**src/rtl/tss_pkg.sv**
```systemverilog
// Shared types and constants for the two-stacks-in-one-memory block.
// Used by tss_ctrl, tss_dpath and two_stacks_shared_memory.
package tss_pkg;

  localparam int DEPTH = 256;
  localparam int AW    = $clog2(DEPTH);
  localparam int CW    = $clog2(DEPTH + 1);
  localparam int DW    = 32;

  typedef enum logic [2:0] {
    REQ_PUSH_ONE = 3'd0,
    REQ_PUSH_TWO = 3'd1,
    REQ_POP_ONE  = 3'd2,
    REQ_POP_TWO  = 3'd3,
    REQ_PEEK_ONE = 3'd4,
    REQ_PEEK_TWO = 3'd5
  } req_code_t;

  typedef enum logic [1:0] {
    ST_OK        = 2'd0,
    ST_OVERFLOW  = 2'd1,
    ST_UNDERFLOW = 2'd2
  } stat_code_t;

  typedef struct packed {
    logic [2:0]           req_type;
    logic signed [DW-1:0] push_value;
  } tss_in_t;

  typedef struct packed {
    logic signed [DW-1:0] read_data;
    logic [1:0]           status;
    logic                 is_full;
    logic                 first_empty;
    logic                 second_empty;
    logic [CW-1:0]        used_total;
  } tss_out_t;

  typedef struct packed {
    logic load;
    logic exec;
    logic resp;
  } tss_cmd_t;

endpackage

```
**src/rtl/tss_ctrl.sv**
```systemverilog
// Controller for the two-stack block: accept, execute, respond sequence.
// Depends on tss_pkg.
module tss_ctrl import tss_pkg::*; (
  input  logic     clk,
  input  logic     rst_n,
  input  logic     start,
  output logic     busy,
  output tss_cmd_t cmd
);

  typedef enum logic [1:0] {
    S_IDLE,
    S_EXEC,
    S_RESP
  } state_t;

  state_t state_r;
  logic   busy_r;
  logic   exec_r;
  logic   resp_r;
  logic   load;

  assign load     = start && !busy_r;
  assign busy     = busy_r;
  assign cmd.load = load;
  assign cmd.exec = exec_r;
  assign cmd.resp = resp_r;

  always_ff @(posedge clk) begin
    if (!rst_n) begin
      state_r <= S_IDLE;
      busy_r  <= 1'b0;
      exec_r  <= 1'b0;
      resp_r  <= 1'b0;
    end else begin
      case (state_r)
        S_IDLE: begin
          if (load) begin
            state_r <= S_EXEC;
            busy_r  <= 1'b1;
            exec_r  <= 1'b1;
          end
        end
        S_EXEC: begin
          state_r <= S_RESP;
          exec_r  <= 1'b0;
          resp_r  <= 1'b1;
        end
        S_RESP: begin
          state_r <= S_IDLE;
          resp_r  <= 1'b0;
          busy_r  <= 1'b0;
        end
        default: begin
          state_r <= S_IDLE;
          busy_r  <= 1'b0;
          exec_r  <= 1'b0;
          resp_r  <= 1'b0;
        end
      endcase
    end
  end

endmodule

```
**config.mk**
```make
export PLATFORM = sky130hd
export DESIGN_NAME = tss_ctrl
export DESIGN_NICKNAME = d
export VERILOG_FILES = /design/src/rtl/tss_pkg.sv /design/src/rtl/tss_ctrl.sv
export SDC_FILE = /design/constraint.sdc
export NUM_CORES = 1
export LEC_CHECK = 0
export BUFFER_PORTS_ARGS = -buffer_cell sky130_fd_sc_hd__buf_2
export CORE_AREA = 5 5 42 44
export DETAILED_ROUTE_END_ITERATION = 6
export DIE_AREA = 0 0 47 49
export HOLD_SLACK_MARGIN = 0.08
export PLACE_DENSITY_LB_ADDON = 0.25
export SLEW_MARGIN = 30
export SYNTH_ARGS = -nofsm -noshare
export SYNTH_HDL_FRONTEND = slang
export SYNTH_SLANG_ARGS = --single-unit
```
**constraint.sdc**
```tcl
create_clock -name clk -period 0.8 [get_ports clk]
set_clock_uncertainty 0.1 [all_clocks]
set_input_delay 0.16 -clock clk [delete_from_list [all_inputs] [get_ports clk]]
set_output_delay 0.16 -clock clk [all_outputs]
set_load 0.05 [all_outputs]
```
Yosys cells after proc, flatten, opt, wreduce, memory -nomap -nowiden. Cells that the tools add are included.

Memory bits (writable): 0. Memories kept: 0. Word-level logic and storage cells: 20. Register bits: 5. ROM bits: 0. Latch bits: 0.

Multiplexer cells: 6. Multiply operators: 0. Shift operators: 0. Equal/unequal tests: 3. Magnitude comparators: 0. Bitwise logic cells: 2. Divide/modulo/power cells: 0. Reductions and logical operators: 5. Add/subtract/negate cells: 0.

Operators by type and width (number): $pmux 1 s2 (3); $pmux 2 s2 (1); $reduce_and 2->1 (2); $eq 2x1->1 const B (1); $eq 2x2->1 const B (1); $logic_not 2->1 (1); $mux 2 (1); $ne 2x2->1 const B (1); $not 1->1 (2); $logic_and 1x1->1 (1); $logic_not 1->1 (1); $mux 1 (1).

Logic depth before layout (Yosys ltp). Gate-level depths: netlist of the first run.

Word-level depth: 4. Mapped depth: 2.

Worst setup path before layout of the first run. OpenSTA, ideal clock, no wires.

Kind: register to output. From: reg busy_r (netlist: busy). To: out cmd[2] (netlist name). Cell stages (with the launch flop): 3. Path slack: -393 ps. Arrival time: 933 ps. Data required time: 540 ps. Path buffers: 1. Cell sequence: dfxtp_1 -> nor2b_2 -> buf_4.

Longest elaborated chain between the ends: 2.

Ends and longest elaborated chain: from (decl) (line tss_ctrl.sv:18) `logic busy_r;`; from (signal assigned) (line tss_ctrl.sv:32) `busy_r <= 1'b0;`; from (signal assigned) (line tss_ctrl.sv:40) `busy_r <= 1'b1;`; from (signal assigned) (line tss_ctrl.sv:52) `busy_r <= 1'b0;`; $logic_not 1->1 (line tss_ctrl.sv:23) `assign load = start && !busy_r;`; $logic_and 1x1->1 (line tss_ctrl.sv:23); to (decl) (line tss_ctrl.sv:8) `output tss_cmd_t cmd`.

No other way between the ends.

==> results.txt, run 1 <==
Critical path data arrival time - 860 ps
Finished Layout Cells - 45
Worst Setup End Kind - output port
Synth Area per Inst - 9.88 sq um
Fin nets - 33
Die W - 47 um
Max capacitance violation total - 0
# IOs - 7
Gr usage total - 4.23%
Total Wirelength - 400 um
Reg area - 109 sq um
Dpl cells - 39
Setup slack after layout - -317 ps
Synth-to-Final Area Change - 67.1%
Via count - 154
Crit Path Class - flop to output port
Failing checks - negative setup slack
# diodes - 0
TritonRoute pass-1 iters - 4
Starting DRT DRC Count - 1
Row cnt - 14
Yosys reg bits - 5
CTS H-Tree Depth - 1
Initial core utilization - 14.1%
Final setup violation count - 6
Worst Setup Slack post-DPL - -181 ps
CTS clock-pin slew for the worst setup and hold paths - 40 ps
Die footprint - 0.00230 sq mm
DRC Markers - 0
Routability cong. - 0.697
Pwr dens - 2290 mW/mm^2
Switching share of power - 28.4%
Setup TNS - -1320 ps
P_int - 0.000541 W
Vias per cell - 3.42
Post-route ant nets - 0
Max Clk Rate - 0.895 GHz
Clock power share - 38.1%
CP startpoint kind - flop
Num CTS Buffers - 3
Post-layout min period - 1120 ps
Flop pwr share - 38.5%
Vias in the first global route - 161
Number of port buffers - 6
Final Hold Viols - 0
Filler instances - 161
Most common cell after layout, fill and taps aside - dfxtp_2
Status - finished, violations left
Mapped Cells - 20
Clk buf depth - 2
Yosys Warn Count - 0
Area of the core - 0.00140 sq mm
WP data required - 540 ps
Worst-margin pin slew - 250 ps
CTS tree - built
Die height - 49 um
Syn_nets - 23
Pin count of the biggest net entering global routing - 5
Most frequent cells in the layout - dfxtp_2 (4), nor2_1 (3), clkbuf_4 (3), buf_2 (3), buf_8 (3)
Clk root buf - clkbuf_4
NetSw - 0.000214 W
Seq/Total Area, Yosys - 50.6%
Synth unique cells - 10
Comb pwr share - 23.4%
RSZ-0062 raised after global routing - yes
Fin crit share - 140%
Max-slew violation count - 0
Max VDD drop - 0.696 mV
Layout cells sized above 1 - 75.9%
Clk_lat worst skew - 240 ps
Clk sink count - 5
Initial antenna violation count - 0
CTS Hold Buffers Added - 0
HP Class - primary input to flop
Relative slew margins - 83.4%
Leak - 0.149 nW
Mapped Area - 198 sq um
Crit path max fanout - 3
Area of the multi-input gates - 88.8 sq um
Total gr overflow - 0
First-pass GRT wire length - 641 um
Routed length per instance - 8.89 um
[sequential cells by signal, summed over array words and instances, names as in the netlist]
signal / count
resp_r: 1
exec_r: 1
busy: 1
state_r: 2
[logic make-up (layout without fill, tap and decap cells)]
kind of cell / count (synthesis) / in the layout / share of synthesized area [%]
compound gates: 2 / 2 / 7.59
buf+inv: 5 / 14 / 15.2
flops: 5 / 5 / 50.6
simple gates: 8 / 8 / 26.6
[per-stage QoR]
| stage | total power [W] | cell area (sq um) | hold WS, ps | utilization, % |
|---|---|---|---|---|
| floorplan | 0.000398 | 205 | 203 | - |
| finish | 0.000755 | 330 | 94.9 | 23.6 |
| global placement | 0.000405 | 229 | 314 | 16.3 |
| CTS | 0.000749 | 310 | 89.5 | 22.1 |
| global route | 0.000796 | 330 | 98.3 | 23.6 |
| detailed placement | 0.000406 | 229 | 323 | 16.3 |
[power groups by stage]
stage               clock, W  sequential (W)  combinational [W]
floorplan                  0        0.000301          0.0000970
global placement           0        0.000285           0.000120
detailed placement         0        0.000286           0.000120
CTS                 0.000301        0.000289           0.000159
global route        0.000316        0.000293           0.000187
finish              0.000288        0.000291           0.000177
[what timing repair did]
action | CTS | global route
buffers inserted | 1 | 1
setup endpoints to repair | 7 | 7
pin swaps | 0 | 3
resized for setup | 14 | 5
[cells in the mapped netlist]
master	instances	share of area, %
a21oi_1	1	2.5
buf_4	3	11
dfxtp_1	5	51
inv_1	2	3.8
nand2b_1	2	6.3
nor2_1	3	5.7
nor2b_2	1	4.4
nor3b_1	1	3.8
nor3b_2	1	6.3
o211a_1	1	5.1
[worst paths after layout]
kind	start	endpoint	slack [ps]	depth (start not counted)
setup / recovery	busy$_SDFFE_PN0P_	cmd[2]	-320	2
hold / removal	rst_n	exec_r$_SDFFE_PN0P_	90	2
setup reg to reg	busy$_SDFFE_PN0P_	exec_r$_SDFFE_PN0P_	-260	4
hold reg to reg	state_r[0]$_SDFFE_PN0P_	state_r[0]$_SDFFE_PN0P_	340	1
[critical path, stage by stage, from the launching register on]
cell     delay (ps)
dfxtp_4         350
nor2b_4         120
buf_8           150
[layout make-up]
| type | instances | share of cell area (%) |
|---|---|---|
| clock buffers | 4 | 7.95 |
| inverters | 2 | 2.27 |
| multi-input cells | 10 | 26.9 |
| flip-flops and latches | 5 | 33.0 |
| well taps | 16 | 6.06 |
| repair buffers | 8 | 23.9 |
[routing by layer]
| metal | vias up | routed length, um | global-route usage [%] |
|---|---|---|---|
| li1 | 78 | - | - |
| met3 | 0 | 60 | 4.80 |
| met2 | 7 | 180 | 4.98 |
| met1 | 69 | 159 | 4.18 |
| met4 | 0 | 0 | 2.76 |
| met5 | - | 0 | 0 |
No activity file was read; power rests on OpenSTA's default activity.
==> run 2, diff against run 1 <==
Settings changed: SETUP_SLACK_MARGIN set to 0.3.
==> results.txt, run 2 (synthesis gave the netlist of run 1 again) <==
DRC Markers - 0 (unchanged)
Largest Register - state_r
Crit Path Class - flop to output port
Most frequent cells in the layout - dfxtp_2 (4), clkbuf_4 (3), buf_8 (3)
Final Hold Viols - 0 (unchanged)
Die W - 47 um (unchanged)
Most common cell after layout, fill and taps aside - dfxtp_2
Max VDD drop - 0.488 mV (-30%)
Clk_lat worst skew - 240 ps (about the same)
Cell Area, Placed - 240 sq um (+4.9%)
Finished Layout Cells - 45 (unchanged)
CTS H-Tree Depth - 1 (unchanged)
Setup slack after layout - -324 ps (-7.08 ps)
Fin crit share - 141% (+0.88 points)
Routed length per instance - 9.11 um (+2.5%)
Area of the multi-input gates - 90.1 sq um (+1.4%)
First-pass GRT wire length - 676 um (+5.5%)
Initial core utilization - 14.1% (unchanged)
Max Clk Rate - 0.890 GHz (-0.63%)
Max-slew violation count - 0 (unchanged)
Worst path cell trace - nor2b_4 -> buf_8
Row cnt - 14 (unchanged)
Pwr dens - 2300 mW/mm^2 (+0.48%)
Number of port buffers - 6 (unchanged)
Initial antenna violation count - 0 (unchanged)
# IOs - 7 (unchanged)
Max FFs per register - 2 (unchanged)
Clk buf depth - 2 (unchanged)
Vias in the first global route - 182 (+13%)
Dpl cells - 39 (unchanged)
Pin count of the biggest net entering global routing - 5 (unchanged)
WHS - 107 ps (+12.0 ps)
CTS Hold Buffers Added - 0 (unchanged)
Total gr overflow - 0 (unchanged)
Synth-to-Final Area Change - 69.0%
Die height - 49 um (unchanged)
Clk sink count - 5 (unchanged)
Max stage delay on crit path - 350 ps (about the same)
Relative slew margins - 90.1% (+6.7 points)
Status - finished, violations left
Critical path data arrival time - 860 ps (about the same)
Vias per cell - 3.49 (+1.9%)
WP data required - 540 ps (about the same)
Layout cells sized above 1 - 79.3% (+3.4 points)
Post-route ant nets - 0 (unchanged)
Area of the core - 0.00140 sq mm (unchanged)
HP Class - primary input to flop
Leak - 0.149 nW (-0.29%)
CP startpoint kind - flop
CTS tree - built
Worst Setup End Kind - output port
Gr usage total - 4.58% (+0.36 points)
Post-layout min period - 1120 ps (+7.08 ps)
Final Cell Area - 334 sq um (+1.1%)
Starting DRT DRC Count - 1 (unchanged)
Total Wirelength - 410 um (+2.5%)
TritonRoute pass-1 iters - 4 (unchanged)
Final setup violation count - 7 (+1)
Via count - 157 (+1.9%)
# diodes - 0 (unchanged)
Routability cong. - 0.737 (+5.7%)
Crit path max fanout - 3 (unchanged)
RSZ-0062 raised after global routing - yes
Clk root buf - clkbuf_4
Fin nets - 33 (unchanged)
CP max-delay cell - dfxtp_4
Num CTS Buffers - 3 (unchanged)
Failing checks - negative setup slack
Filler instances - 166 (+3.1%)
Worst-margin pin slew - 149 ps (-101 ps)
Reg area - 109 sq um (unchanged)
Final Util - 23.8% (+0.27 points)
CTS clock-pin slew for the worst setup and hold paths - 40 ps (about the same)
Max capacitance violation total - 0 (unchanged)
Die footprint - 0.00230 sq mm (unchanged)
Worst Setup Slack post-DPL - -168 ps (+12.3 ps)
## run 2: cell counts in the layout (fill, tap and decap cells not counted)
No cell type changed its count.
## run 2: layout make-up
class | count | area share, %
Inverter | 2 | 2.25
Timing Repair Buffer | 8 | 24.3
Clock buffer | 4 | 7.87
Sequential cell | 5 | 32.6
Tap cell | 16 | 5.99
Multi-Input combinational cell | 10 | 27.0
## run 2: worst paths after layout
path / endpoint / start / slack [ps] / depth (start not counted)
setup / recovery: cmd[2] / busy$_SDFFE_PN0P_ / -320 / 2
hold / removal: busy$_SDFFE_PN0P_ / start / 110 / 3
setup reg to reg: exec_r$_SDFFE_PN0P_ / busy$_SDFFE_PN0P_ / -240 / 4
hold reg to reg: state_r[0]$_SDFFE_PN0P_ / state_r[0]$_SDFFE_PN0P_ / 330 / 1
## run 2: report_power, final
part	internal (W)	switching, W	total, W
combinational	0.0000829	0.0000987	0.000182
sequential	0.000272	0.0000178	0.000290
clock	0.000189	0.000107	0.000296
total	0.000544	0.000224	0.000767
## run 2: worst max-delay path: cells and delay by family (launching register included)
kind	cells	cell delay (ps)
DFF	1	350
buffers and inverters	1	150
and+or+nand+nor	1	120
## run 2: layer usage
metal  track usage [%]  wire length [um]  vias to the layer above
met5                 0                 0                        -
met4              4.15                17                        0
met3              3.32                39                        2
met2              5.66               194                        6
met1              4.86               159                       72
li1                  -                 -                       77
## run 2: per-stage QoR
stage	TNS, ps	total power [W]
4_1_cts	-1340	0.000773
2_1_floorplan	-307	0.000410
5_1_grt	-1480	0.000805
6_report	-1260	0.000767
3_5_place_dp	-302	0.000415
3_3_place_gp	-307	0.000413
## run 2: timing repair
action                                  CTS  global route
buffers inserted                          2             0
resized for setup                        13             4
endpoints found under the setup margin    9             9
pin swaps                                 3             2
